===== config.mk =====
export PLATFORM = sky130hd
export DESIGN_NAME = touch_detector_baseline_hysteresis_flat
export DESIGN_NICKNAME = d
export VERILOG_FILES = /design/src/rtl/tdbh_pkg.sv /design/src/rtl/tdbh_req_if.sv /design/src/rtl/tdbh_rsp_if.sv /design/src/rtl/tdbh_out_buf.sv /design/src/rtl/touch_detector_baseline_hysteresis.sv /design/src/flat_wrapper.sv
export SDC_FILE = /design/constraint.sdc
export NUM_CORES = 1
export LEC_CHECK = 0
export ABC_AREA = 1
export BUFFER_PORTS_ARGS = -buffer_cell sky130_fd_sc_hd__buf_2
export CAP_MARGIN = 40
export CORE_MARGIN = 2
export CORE_UTILIZATION = 64
export CTS_BUF_LIST = sky130_fd_sc_hd__clkbuf_2
export CTS_CLUSTER_SIZE = 25
export DETAILED_ROUTE_END_ITERATION = 6
export GPL_TIMING_DRIVEN = 0
export PLACE_DENSITY_LB_ADDON = 0.25
export SETUP_SLACK_MARGIN = 0.02
export SYNTH_ARGS = -nofsm -noshare
export SYNTH_HDL_FRONTEND = slang
export SYNTH_SLANG_ARGS = --single-unit

===== constraint.sdc =====
create_clock -name clock -period 4.8 [get_ports clock]
set_input_delay 0.48 -clock clock [delete_from_list [all_inputs] [get_ports clock]]
set_output_delay 0.48 -clock clock [all_outputs]
set_load 0.02 [all_outputs]

===== src/rtl/tdbh_pkg.sv =====
// ----------------------------------------------------------------------------
// tdbh_pkg: shared types and constants
// Status codes, command codes, register indexes and arithmetic constants
// of the touch detector.
// ----------------------------------------------------------------------------
`default_nettype none

package tdbh_pkg;

   typedef enum logic [2:0] {
      ST_OFF     = 3'd0,
      ST_ON      = 3'd1,
      ST_PUSH    = 3'd2,
      ST_RELEASE = 3'd3,
      ST_TIMEOUT = 3'd4
   } status_type;

   // command field of an input beat
   localparam logic FUNC_RELOAD = 1'b0;
   localparam logic FUNC_SAMPLE = 1'b1;

   // configuration register indexes
   localparam int unsigned CSR_INDEX_W = 2;
   localparam int unsigned CSR_DATA_W  = 12;
   typedef logic [CSR_INDEX_W-1:0] csr_index_type;
   localparam csr_index_type CSR_THRESHOLD_ON  = 2'd0;
   localparam csr_index_type CSR_THRESHOLD_OFF = 2'd1;
   localparam csr_index_type CSR_TIMEOUT_EN    = 2'd2;

   // register reset values
   localparam logic [11:0] THRESHOLD_ON_RST  = 12'd60;
   localparam logic [11:0] THRESHOLD_OFF_RST = 12'd20;
   localparam logic        TIMEOUT_EN_RST    = 1'b1;

   // round and hold limits
   localparam logic [3:0] ROUND_LAST = 4'd15;
   localparam logic [7:0] HOLD_MAX   = 8'd255;

   // one result beat handed to the output buffer
   typedef struct packed {
      logic       valid;
      status_type status;
   } rsp_push_type;

endpackage : tdbh_pkg

`default_nettype wire


===== src/rtl/tdbh_req_if.sv =====
// ----------------------------------------------------------------------------
// tdbh_req_if: input channel
// Valid/ready channel carrying one command bit and one ADC difference.
// ----------------------------------------------------------------------------
`default_nettype none

interface tdbh_req_if;
   logic       valid;
   logic       ready;
   logic       func;
   logic [7:0] sample;

   modport source (output valid, output func, output sample, input ready);
   modport sink   (input valid, input func, input sample, output ready);
endinterface : tdbh_req_if

`default_nettype wire


===== src/rtl/tdbh_rsp_if.sv =====
// ----------------------------------------------------------------------------
// tdbh_rsp_if: result channel
// Valid/ready channel carrying one touch status code.
// ----------------------------------------------------------------------------
`default_nettype none

interface tdbh_rsp_if;
   logic       valid;
   logic       ready;
   logic [2:0] status;

   modport source (output valid, output status, input ready);
   modport sink   (input valid, input status, output ready);
endinterface : tdbh_rsp_if

`default_nettype wire


===== src/rtl/tdbh_out_buf.sv =====
// ----------------------------------------------------------------------------
// tdbh_out_buf: two-entry result buffer
// Output register plus skid stage; space stays high while the skid is empty.
// ----------------------------------------------------------------------------
`default_nettype none

module tdbh_out_buf (
   input  wire                  clock,
   input  wire                  reset,
   input  tdbh_pkg::rsp_push_type push,
   output logic                 space,
   tdbh_rsp_if.source           rsp
);
   import tdbh_pkg::*;

   logic       main_valid_ff, main_valid_in;
   logic       skid_valid_ff, skid_valid_in;
   status_type main_status_ff, main_status_in;
   status_type skid_status_ff, skid_status_in;
   logic       pop;

   assign pop    = main_valid_ff && rsp.ready;
   assign space  = !skid_valid_ff;
   assign rsp.valid  = main_valid_ff;
   assign rsp.status = main_status_ff;

   always_comb begin
      main_valid_in  = main_valid_ff;
      main_status_in = main_status_ff;
      skid_valid_in  = skid_valid_ff;
      skid_status_in = skid_status_ff;
      if (pop && skid_valid_ff) begin
         // advance the skid beat
         main_status_in = skid_status_ff;
         skid_valid_in  = 1'b0;
      end else if (pop || !main_valid_ff) begin
         main_valid_in  = push.valid;
         main_status_in = push.status;
      end else if (push.valid) begin
         // main is stalled: park the new beat
         skid_valid_in  = 1'b1;
         skid_status_in = push.status;
      end
   end

   always_ff @(posedge clock) begin
      if (reset) begin
         main_valid_ff <= 1'b0;
         skid_valid_ff <= 1'b0;
      end else begin
         main_valid_ff <= main_valid_in;
         skid_valid_ff <= skid_valid_in;
      end
   end

   always_ff @(posedge clock) begin
      main_status_ff <= main_status_in;
      skid_status_ff <= skid_status_in;
   end

endmodule : tdbh_out_buf

`default_nettype wire


===== src/rtl/touch_detector_baseline_hysteresis.sv =====
// ----------------------------------------------------------------------------
// touch_detector_baseline_hysteresis: capacitive touch detector
// Sums rounds of sixteen ADC differences, judges them against an IIR
// baseline with on/off hysteresis and reports push, release and timeout.
// ----------------------------------------------------------------------------
//
//   channel  dir  signals                        beat
//   req      in   valid ready func sample        one command or ADC sample
//   rsp      out  valid ready status             one status per finished round
//   csr      in   csr_we csr_index csr_wdata     one register write
//
// The round state updates at the accept edge from one level of add/compare
// logic, so req accepts a beat each cycle while the output buffer has space.
// A round's status lands in a two-entry output buffer; req.ready drops only
// when both entries hold beats that rsp has not taken.
// Reset is synchronous and active high; it clears the round state, the
// baseline and the buffer and loads the register defaults.
// ----------------------------------------------------------------------------
`default_nettype none

module touch_detector_baseline_hysteresis (
   input  wire                                  clock,
   input  wire                                  reset,
   tdbh_req_if.sink                             req,
   tdbh_rsp_if.source                           rsp,
   input  wire                                  csr_we,
   input  wire [tdbh_pkg::CSR_INDEX_W-1:0]      csr_index,
   input  wire [tdbh_pkg::CSR_DATA_W-1:0]       csr_wdata
);
   import tdbh_pkg::*;

   // configuration registers
   logic [11:0] threshold_on_ff;
   logic [11:0] threshold_off_ff;
   logic        timeout_en_ff;

   // detector state
   logic [15:0] baseline_ff, baseline_in;
   logic        touched_ff, touched_in;
   logic [7:0]  hold_rounds_ff, hold_rounds_in;
   logic [11:0] round_sum_ff, round_sum_in;
   logic [3:0]  round_count_ff, round_count_in;
   logic        reload_pending_ff, reload_pending_in;

   logic               accept;
   logic               space;
   logic [11:0]        sum;
   logic signed [12:0] delta;
   logic signed [12:0] thr_on_s;
   logic signed [12:0] thr_off_s;
   logic [15:0]        baseline_iir;
   logic [15:0]        baseline_load;
   rsp_push_type       push;

   assign req.ready = space;
   assign accept    = req.valid && space;

   // round sum wraps at 12 bits; delta is exact in 13-bit two's complement
   assign sum       = round_sum_ff + {4'd0, req.sample};
   assign delta     = signed'({1'b0, sum}) - signed'({1'b0, baseline_ff[15:4]});
   assign thr_on_s  = signed'({1'b0, threshold_on_ff});
   assign thr_off_s = signed'({1'b0, threshold_off_ff});

   // 1/64 IIR: baseline - baseline/64 + sum/4, wrapping at 16 bits
   assign baseline_iir  = baseline_ff - {6'd0, baseline_ff[15:6]} + {6'd0, sum[11:2]};
   assign baseline_load = {req.sample, 8'd0};

   always_comb begin
      baseline_in       = baseline_ff;
      touched_in        = touched_ff;
      hold_rounds_in    = hold_rounds_ff;
      round_sum_in      = round_sum_ff;
      round_count_in    = round_count_ff;
      reload_pending_in = reload_pending_ff;
      push.valid        = 1'b0;
      push.status       = ST_OFF;

      if (accept) begin
         if (req.func == FUNC_RELOAD) begin
            // command: reload baseline, drop touch, restart the round
            baseline_in       = baseline_load;
            touched_in        = 1'b0;
            round_sum_in      = '0;
            round_count_in    = '0;
            reload_pending_in = 1'b0;
         end else if (reload_pending_ff) begin
            // first sample after a timeout only reloads the baseline
            baseline_in       = baseline_load;
            reload_pending_in = 1'b0;
         end else if (round_count_ff != ROUND_LAST) begin
            round_sum_in   = sum;
            round_count_in = round_count_ff + 4'd1;
         end else begin
            // sixteenth sample: judge the round
            round_sum_in   = '0;
            round_count_in = '0;
            push.valid     = 1'b1;
            if (!touched_ff) begin
               if (delta > thr_on_s) begin
                  touched_in     = 1'b1;
                  hold_rounds_in = '0;
                  push.status    = ST_PUSH;
               end else begin
                  baseline_in = baseline_iir;
                  push.status = ST_OFF;
               end
            end else if (delta < thr_off_s) begin
               touched_in  = 1'b0;
               push.status = ST_RELEASE;
            end else if (timeout_en_ff && hold_rounds_ff == HOLD_MAX) begin
               // hold stays saturated; each later round times out again
               reload_pending_in = 1'b1;
               push.status       = ST_TIMEOUT;
            end else begin
               if (timeout_en_ff) begin
                  hold_rounds_in = hold_rounds_ff + 8'd1;
               end
               push.status = ST_ON;
            end
         end
      end
   end

   always_ff @(posedge clock) begin
      if (reset) begin
         baseline_ff       <= '0;
         touched_ff        <= 1'b0;
         hold_rounds_ff    <= '0;
         round_sum_ff      <= '0;
         round_count_ff    <= '0;
         reload_pending_ff <= 1'b0;
      end else begin
         baseline_ff       <= baseline_in;
         touched_ff        <= touched_in;
         hold_rounds_ff    <= hold_rounds_in;
         round_sum_ff      <= round_sum_in;
         round_count_ff    <= round_count_in;
         reload_pending_ff <= reload_pending_in;
      end
   end

   // register writes; an index past the list is dropped
   always_ff @(posedge clock) begin
      if (reset) begin
         threshold_on_ff  <= THRESHOLD_ON_RST;
         threshold_off_ff <= THRESHOLD_OFF_RST;
         timeout_en_ff    <= TIMEOUT_EN_RST;
      end else if (csr_we) begin
         unique case (csr_index)
            CSR_THRESHOLD_ON:  threshold_on_ff  <= csr_wdata[11:0];
            CSR_THRESHOLD_OFF: threshold_off_ff <= csr_wdata[11:0];
            CSR_TIMEOUT_EN:    timeout_en_ff    <= csr_wdata[0];
            default: ;
         endcase
      end
   end

   tdbh_out_buf u_out_buf (
      .clock (clock),
      .reset (reset),
      .push  (push),
      .space (space),
      .rsp   (rsp)
   );

endmodule : touch_detector_baseline_hysteresis

`default_nettype wire

===== src/flat_wrapper.sv =====
// flat-port wrapper written by rule: the top's interface ports become plain ports
module touch_detector_baseline_hysteresis_flat import tdbh_pkg::*;
  (clock, reset, csr_we, csr_index, csr_wdata, req_valid, req_func, req_sample, req_ready, rsp_valid, rsp_status, rsp_ready);
  tdbh_req_if req_i ();
  tdbh_rsp_if rsp_i ();
  input  wire clock;
  input  wire reset;
  input  wire csr_we;
  input  wire [tdbh_pkg::CSR_INDEX_W-1:0] csr_index;
  input  wire [tdbh_pkg::CSR_DATA_W-1:0] csr_wdata;
  input wire logic [$bits(req_i.valid)-1:0] req_valid;
  input wire logic [$bits(req_i.func)-1:0] req_func;
  input wire logic [$bits(req_i.sample)-1:0] req_sample;
  output wire logic [$bits(req_i.ready)-1:0] req_ready;
  output wire logic [$bits(rsp_i.valid)-1:0] rsp_valid;
  output wire logic [$bits(rsp_i.status)-1:0] rsp_status;
  input wire logic [$bits(rsp_i.ready)-1:0] rsp_ready;
  assign req_i.valid = req_valid;
  assign req_i.func = req_func;
  assign req_i.sample = req_sample;
  assign req_ready = req_i.ready;
  assign rsp_valid = rsp_i.valid;
  assign rsp_status = rsp_i.status;
  assign rsp_i.ready = rsp_ready;
  touch_detector_baseline_hysteresis u_core (.clock(clock), .reset(reset), .req(req_i), .rsp(rsp_i), .csr_we(csr_we), .csr_index(csr_index), .csr_wdata(csr_wdata));
endmodule

# --- After elaboration in Yosys (flattened, before gate mapping) ---
# Index checks and enable logic that the tools add are counted.
# W data, S select, Z words.
classes:
  order_cmp: 2
  n_bitwise: 4
  eq_ne: 12
  add_sub_neg: 6
  n_reduce_logical: 21
  n_mux: 38
op_table:
  columns: ["operator", "count"]
  rows:
  - ["$mux W16", 5]
  - ["$mux W8", 5]
  - ["$mux W12", 3]
  - ["$mux W4", 7]
  - ["$add A16 B10 Y16", 1]
  - ["$sub A16 B10 Y16", 1]
  - ["$mux W3", 5]
  - ["$gt A13 B13 Y1", 1]
  - ["$lt A13 B13 Y1", 1]
  - ["$sub A12 B12 Y13", 1]
  - ["$add A12 B8 Y12", 1]
  - ["$mux W1", 12]
  - ["$reduce_and A2 Y1", 6]
  - ["$add A8 B1 Y8 const B", 1]
  - ["$eq A8 B8 Y1 const B", 1]
  - ["$ne A2 B2 Y1 const B", 4]
  - ["$reduce_and A8 Y1", 1]
  - ["$ne A3 B2 Y1 const B", 2]
  - ["$reduce_and A3 Y1", 2]
  - ["$add A4 B1 Y4 const B", 1]
  - ["$logic_and A1 B1 Y1", 4]
  - ["$ne A4 B4 Y1 const B", 1]
  - ["$not A1 Y1", 4]
  - ["$reduce_and A4 Y1", 1]
  - ["other kinds (10)", 12]
totals:
  reg_bits: 75

# --- Longest topological paths before layout ---
# Gate-level depths: netlist (run 1).
depth:
  word_depth: 11
  ltp_mapped: 31
  ltp_nobuf: 30

# --- Modules after synthesis ---
# From an unflattened synthesis (run 1), not the netlist that was laid out.
hier_totals:
  cells_unflattened: 786
  hier_area_um2: 5612.9
modules_own_cells:
  columns: ["mod", "seq_area_each_um2", "instances", "area_each_um2", "cells_per_inst"]
  rows:
  - ["touch_detector_baseline_hysteresis", 1341.3, 1, 5290.1, 754]
  - ["tdbh_out_buf", 220.2, 1, 322.8, 32]

# --- Worst setup path before layout (run 1) ---
# OpenSTA, ideal clock, no wires.
synth_path:
  kind: "in2reg"
  from: "in req_sample[0]"
  to: "reg u_core.baseline_ff[13]"
  setup_time_ns: 0.113
  path_stages: 28
  n_path_buf: 1
  t_arrival_ns: 4.261
  setup_slack_ns: 0.426
  path_cell_list: "ha_1 fa_1 nand2_1 inv_1 nand4_1 o211ai_1 xor2_1 inv_1 ha_1 a21oi_1 o21ai_0 a21o_1 a21o_1 a21oi_1 xor2_1 inv_1 ha_1 nand2_1 inv_1 nand3_1 or3_1 nand2_2 inv_4 nand4_4 nand3_4 buf_8 nor2_1 nor2_1"
synth_between:
  elab_chain_cells: 7
  word_cells_on_any_way: 11
synth_rtl:
  columns: ["item", "line_no", "rtl"]
  rows:
  - ["start: declaration", "flat_wrapper.sv:13", "input wire logic [$bits(req_i.sample)-1:0] req_sample;"]
  - ["$add A12 B8 Y12 (*)", "touch_detector_baseline_hysteresis.sv:59", "assign sum = round_sum_ff + {4'd0, req.sample};"]
  - ["parallel branches: the longest is 6 deep, another holds $sub A12 B12 Y13", null, null]
  - ["end signal: assignment", "touch_detector_baseline_hysteresis.sv:133", "baseline_ff <= baseline_in;"]
  - ["end: declaration", "touch_detector_baseline_hysteresis.sv:38", "logic [15:0] baseline_ff, baseline_in;"]
# Mark *: on every way between the ends. The select of a mux whose other input is x is not followed.
# A chain may end at the register's enable or synchronous reset.

# --- Worst setup path after layout (run 1) ---
layout_path:
  from: "reg u_core.round_sum_ff[0]"
  to: "reg u_core.baseline_ff[8]"
layout_between:
  elab_chain_cells: 7
  word_cells_on_any_way: 11
layout_rtl:
  columns: ["item", "line_no", "rtl"]
  rows:
  - ["start: declaration", "touch_detector_baseline_hysteresis.sv:41", "logic [11:0] round_sum_ff, round_sum_in;"]
  - ["start signal: assignment", "touch_detector_baseline_hysteresis.sv:136", "round_sum_ff <= round_sum_in;"]
  - ["$add A12 B8 Y12 (*)", "touch_detector_baseline_hysteresis.sv:59", null]
  - ["parallel branches: the longest is 6 deep, another holds $sub A12 B12 Y13", null, null]
# Marks and branches as above.

==> qor.txt, run 1 <==
PortBufs - 31
Hold-fix buffers, CTS - 0
period utilization - 97.4%
Site Rows - 34
worst path arrival time - 5170 ps
starting density of the core - 65.4%
worst slack at placement - -423 ps
Power Density - 405 mW/mm^2
deepest clock path buffer count - 2
Seq cells post-synth - 75
Layout Skew - 20.4 ps
count of endpoints failing setup in the final report - 0
Max Cap Viol - 0
post-synthesis mux area share - 0%
min Tclk post-route - 4680 ps
LEAKAGE - 3.05 nW
adder-cell share of the synthesized area - 17.7%
DRT antenna net count - 0
# H-tree levels - 3
Ant. Diodes - 0
Int Pwr - 1.36 mW
Worst EP required - 5290 ps
Max Fclk - 0.214 GHz
complex-gate fraction of the synthesized area - 17.0%
Die ar. - 0.00964 mm^2
most frequent cells in the layout - nand2_1 (175), inv_1 (113), a21oi_1 (84), dfxtp_1 (68), nor2_1 (65)
top cell type's share of synthesized area - 24.3%
clock share of power - 15.5%
max incr delay on CP - 400 ps
TritonCTS Buffers - 9
Worst Path Max Fanout - 6
commonest non-fill, non-tap cell in the layout - nand2_1
Post-Synthesis Cells - 800
Yosys top cell by area - dfxtp_1
CP startpoint kind - register
worst slew pin tran - 721 ps
DR iter-0 viols - 353
Root Driver - clkbuf_2
area share of xor/xnor cells in the synthesized design - 3.86%
Post-synth ARST share - 0%
final hold violation count - 0
Die Y - 98.2 um
first-pass GRT wire length - 23.9 mm
critical path capture point type - register
P_sw - 1.23 mW
Yosys cell types - 51
overall fraction of global-route tracks in use - 30.1%
Slew Limit Fails - 0
Comb power frac - 58.0%
Ys Warns - 0
Die Span X - 98.2 um
CORE AREA - 0.00868 mm^2
Post-Syn Nets - 901
IO Count - 33
Sequential Power Share - 26.6%
post-synthesis sequential area ratio - 27.5%
pin count of the biggest net entering global routing - 16
routed length per instance - 15.8 um
Max IR drop VDD - 0.000231 V
Synth Flop Type - dfxtp_1
Layout area overhead - 12.6%
routability cong. - 0.924
Total Nets Final - 961
initial antenna violation count - 0
GRT Residual Overflow - 0
Avg Inst Size Synth - 7.10 um^2
status - finished, final reports clean
DR vias/cell - 5.86
Post-DP Area - 0.00597 mm^2
simple-gate share of the synthesized area - 24.6%
share of cells above drive strength 1 - 12.9%
critical path type - register to register
vias in the first global route - 5,350
drt total wl - 15.4 mm
Min Hold Slack - 156 ps
Final Util - 73.7%
Detailed Routing Iterations Pass 1 - 5
Rel. slew slack - 51.8%
largest family of logic cells by synthesized area - simple AND/OR/NAND/NOR gates
worst min-delay path class - primary input to register
CTS tree - yes
switching fraction of total power - 47.4%
Post-synth EDFFs - 6
CTS sink count - 75
clock-pin slew on the worst setup and hold paths - 240 ps
top cells by area, synth - dfxtp_1 (24%), ha_1 (13%), nand2_1 (12%), inv_1 (7.7%), a21oi_1 (7.6%)
Crit-path slowest cell - fa_2
Finished Cell Area - 0.00639 mm^2
hpwl dp - 11.3 mm
via count - 5,698
drt drc - 0
Final WS setup - 122 ps
worst skew pair latency - 550 ps
cell area after synthesis - 0.00568 mm^2
-- flip-flops by register name, indices dropped and copies added, names as in the netlist, 3 cells and up --
signal,flops
u_core.baseline_ff,16
u_core.hold_rounds_ff,8
u_core.round_count_ff,4
u_core.round_sum_ff,12
u_core.threshold_off_ff,12
u_core.threshold_on_ff,12
u_core.u_out_buf.rsp.status,3
u_core.u_out_buf.skid_status_ff,3
-- area by class of cell --
| class | count | area (um^2) |
|---|---|---|
| sequential | 75 | 1560 |
| clock buffer | 9 | 45.0 |
| clock inverter | 7 | 81.3 |
| inverter | 120 | 453 |
| tap | 108 | 135 |
| buffer | 15 | 80.1 |
| fill | 691 | 2290 |
| multi-input combinational | 591 | 3720 |
| timing repair buffer | 48 | 318 |
-- repair_timing --
| action | in CTS | in global routing |
|---|---|---|
| pin swaps | 1 | 17 |
| endpoints found under the setup margin | 26 | 27 |
| buffers inserted | 1 | 14 |
| resized for setup | 1 | 25 |
| gates cloned | 0 | 3 |
-- critical path: cells and delay by family (launching register included) --
kind | cells | cell delay (ps)
compound gates | 6 | 910
flops | 1 | 390
simple gates | 9 | 1120
xor+xnor | 2 | 520
fa+ha+maj | 4 | 1220
buf+inv | 5 | 460
-- per-layer routing --
metal | share of wire [%] | up-vias | wire length (um) | track usage [%]
met5 | 0 | - | 0 | 0
met4 | 5.2 | 0 | 804 | 13.6
met3 | 7.6 | 63 | 1160 | 4.58
met2 | 48 | 280 | 7380 | 52.5
met1 | 39 | 2591 | 6040 | 36.6
li1 | - | 2764 | - | -
-- cell families (layout without fill, tap and decap cells) --
logic type	Yosys count	count (layout)
AND/OR/NAND/NOR	324	325
AO/OA/AOI/OAI	168	168
buffers and inverters	135	199
flip-flops	75	75
adder cells (fa/ha/maj)	73	73
XOR/XNOR	25	25
-- final timing paths --
| kind | startpoint | to | slack [ps] | depth (start not counted) |
|---|---|---|---|---|
| worst max-delay path | u_core.round_sum_ff[0]$_SDFFE_PP0P_ | u_core.baseline_ff[8]$_SDFFE_PP0P_ | 120 | 26 |
| worst max register to register | u_core.round_sum_ff[0]$_SDFFE_PP0P_ | u_core.baseline_ff[8]$_SDFFE_PP0P_ | 120 | 26 |
| worst min-delay path | csr_wdata[4] | u_core.threshold_off_ff[4]$_SDFFE_PP1P_ | 160 | 3 |
| worst min register to register | u_core.threshold_off_ff[5]$_SDFFE_PP0P_ | u_core.threshold_off_ff[5]$_SDFFE_PP0P_ | 480 | 2 |
-- synth_stat cells (3+ instances only) --
| cell type | n |
|---|---|
| a21o_1 | 6 |
| edfxtp_1 | 6 |
| nand2_1 | 177 |
| a21oi_1 | 86 |
| nand3_1 | 37 |
| nand2_2 | 7 |
| a211oi_1 | 3 |
| dfxtp_1 | 69 |
| xor2_1 | 18 |
| xnor2_1 | 7 |
| o21ai_0 | 41 |
| ha_1 | 61 |
| nor2_1 | 66 |
| o211ai_1 | 7 |
| inv_1 | 116 |
| fa_1 | 12 |
| nand4_1 | 15 |
| o21bai_1 | 6 |
| nor3_1 | 8 |
| nor2b_1 | 5 |
| clkbuf_1 | 11 |
| a31oi_1 | 4 |
-- power groups by stage --
stage          logic, mW  registers, mW  clock network (mW)
5_1_grt             1.68          0.691               0.422
2_1_floorplan       1.05          0.692                   0
6_report            1.50          0.687               0.400
3_3_place_gp        1.31          0.697                   0
3_5_place_dp        1.37          0.698                   0
4_1_cts             1.38          0.686               0.396
-- through the flow --
step | TNS, ps | total power, mW | std cells
after detailed placement | -10220 | 2.06 | 939
after global routing | -160 | 2.79 | 973
after floorplan | 0 | 1.74 | 800
final | 0 | 2.59 | 973
after global placement | -6440 | 2.01 | 939
after CTS | 0 | 2.46 | 956
(Power assumes the default switching activity.)
==> run 2, diff against run 1 <==
- MAX_ROUTING_LAYER: unset -> met4
==> qor.txt, run 2 (synthesis gave the netlist of run 1 again) <==
min Tclk post-route - 4650 ps
Worst EP required - 5250 ps
starting density of the core - 65.4%
Rel. slew slack - 51.4%
max incr delay on CP - 410 ps
overall fraction of global-route tracks in use - 30.9%
register bank with the most flops - u_core.baseline_ff
Top cell by count, worst path - nand2_1
Total Nets Final - 955
final hold violation count - 0
PortBufs - 31
DR vias/cell - 5.76
pin count of the biggest net entering global routing - 15
Slew Limit Fails - 0
Power Density - 401 mW/mm^2
TritonCTS Buffers - 9
Layout Skew - 39.0 ps
drt drc - 0
count of endpoints failing setup in the final report - 0
share of cells above drive strength 1 - 11.3%
worst slew pin tran - 724 ps
first-pass GRT wire length - 23.6 mm
hpwl dp - 11.2 mm
drt total wl - 14.9 mm
Max IR drop VDD - 0.000209 V
status - finished, final reports clean
DRT antenna net count - 0
critical path type - register to register
# H-tree levels - 3
CORE AREA - 0.00868 mm^2
vias in the first global route - 5,169
Max Fclk - 0.215 GHz
period utilization - 96.9%
via count - 5,579
Die Y - 98.2 um
worst path arrival time - 5100 ps
clock-pin slew on the worst setup and hold paths - 240 ps
routability cong. - 0.967
Finished Cell Area - 0.00630 mm^2
commonest non-fill, non-tap cell in the layout - nand2_1
CTS sink count - 75
LEAKAGE - 3.02 nW
routed length per instance - 15.4 um
GRT Residual Overflow - 0
DR iter-0 viols - 374
Root Driver - clkbuf_2
deepest clock path buffer count - 2
initial antenna violation count - 1
CP Buf/Inv Count - 3
worst skew pair latency - 540 ps
flip-flop count of the largest register after layout - 16
most frequent cells in the layout - nand2_1 (177), inv_1 (115), a21oi_1 (85), dfxtp_1 (68), nor2_1 (65)
worst min-delay path class - primary input to register
Detailed Routing Iterations Pass 1 - 6
IO Count - 33
Post-DP Area - 0.00597 mm^2
CP startpoint kind - register
Die ar. - 0.00964 mm^2
critical path capture point type - register
Worst Path Max Fanout - 5
Layout area overhead - 10.9%
Die Span X - 98.2 um
Site Rows - 34
Crit-path slowest cell - or3_1
critical path's top delay family - simple AND/OR/NAND/NOR gates
Max Cap Viol - 0
CTS tree - yes
total power - 2.52 mW
==> run 2: changes by cell type in the layout (fill, tap and decap cells not counted), sizes merged <==
| cell | before | now |
|---|---|---|
| clkinv | 2 | 4 |
| buf | 50 | 44 |
| diode | 0 | 1 |
| inv | 123 | 120 |
| clkbuf | 22 | 23 |
==> run 2: path summary, 6_finish.rpt <==
path	start	slack [ps]	to	cells past startpoint
setup / recovery	u_core.round_sum_ff[0]$_SDFFE_PP0P_	150	u_core.baseline_ff[5]$_SDFFE_PP0P_	28
setup reg to reg	u_core.round_sum_ff[0]$_SDFFE_PP0P_	150	u_core.baseline_ff[5]$_SDFFE_PP0P_	28
hold / removal	csr_wdata[5]	160	u_core.threshold_on_ff[5]$_SDFFE_PP1P_	3
hold reg to reg	u_core.threshold_on_ff[8]$_SDFFE_PP0P_	480	u_core.threshold_on_ff[8]$_SDFFE_PP0P_	2
==> run 2: routing by layer <==
layer,vias to the layer above,GRT usage [%],share of wire [%]
met2,222,52.4,48
met5,-,-,0
met1,2568,37.4,42
li1,2738,-,-
met3,51,3.79,5.7
met4,0,12.5,4.6
==> run 2: tightest hold or removal path, delay by kind of cell <==
family | cells | cell delay, ps
buffers and inverters | 1 | 90
AOI/OAI and AO/OA | 1 | 60
and+or+nand+nor | 1 | 50
==> run 2: power by group <==
| group | leakage [nW] | switching (mW) | internal (mW) | total [mW] |
|---|---|---|---|---|
| sequential | 0.621 | 0.0221 | 0.664 | 0.686 |
| clock | 0.0723 | 0.245 | 0.123 | 0.368 |
| combinational | 2.32 | 0.915 | 0.555 | 1.47 |
| total | 3.02 | 1.18 | 1.34 | 2.52 |
==> run 2: final cells by class <==
cell class | instances | area [um^2]
sequential | 75 | 1560
timing repair buffer | 42 | 273
antenna | 1 | 2.50
clock inverter | 6 | 65.1
fill | 679 | 2380
tap | 108 | 135
clock buffer | 10 | 50.0
buffer | 15 | 80.1
inverter | 120 | 453
multi-input combinational | 591 | 3680
==> run 2: through the flow <==
stage / utilization [%] / TNS [ps] / hold WS (ps) / instances / setup slack (ps)
4_1_cts: 70.2 / 0 / 154 / 956 / 73.5
3_3_place_gp: 68.8 / -5310 / 448 / 939 / -241
5_1_grt: 72.6 / -331 / 151 / 968 / -60.6
3_5_place_dp: 68.8 / -6640 / 454 / 939 / -295
6_report: 72.6 / 0 / 159 / 968 / 147
2_1_floorplan: - / 0 / 435 / 800 / 426
==> run 2: repair_timing <==
item | CTS | global route
hold buffers | 0 | 0
gates cloned | 0 | 3
resized for setup | 0 | 16
buffers inserted | 1 | 8
endpoints found under the setup margin | 17 | 27
pin swaps | 1 | 3
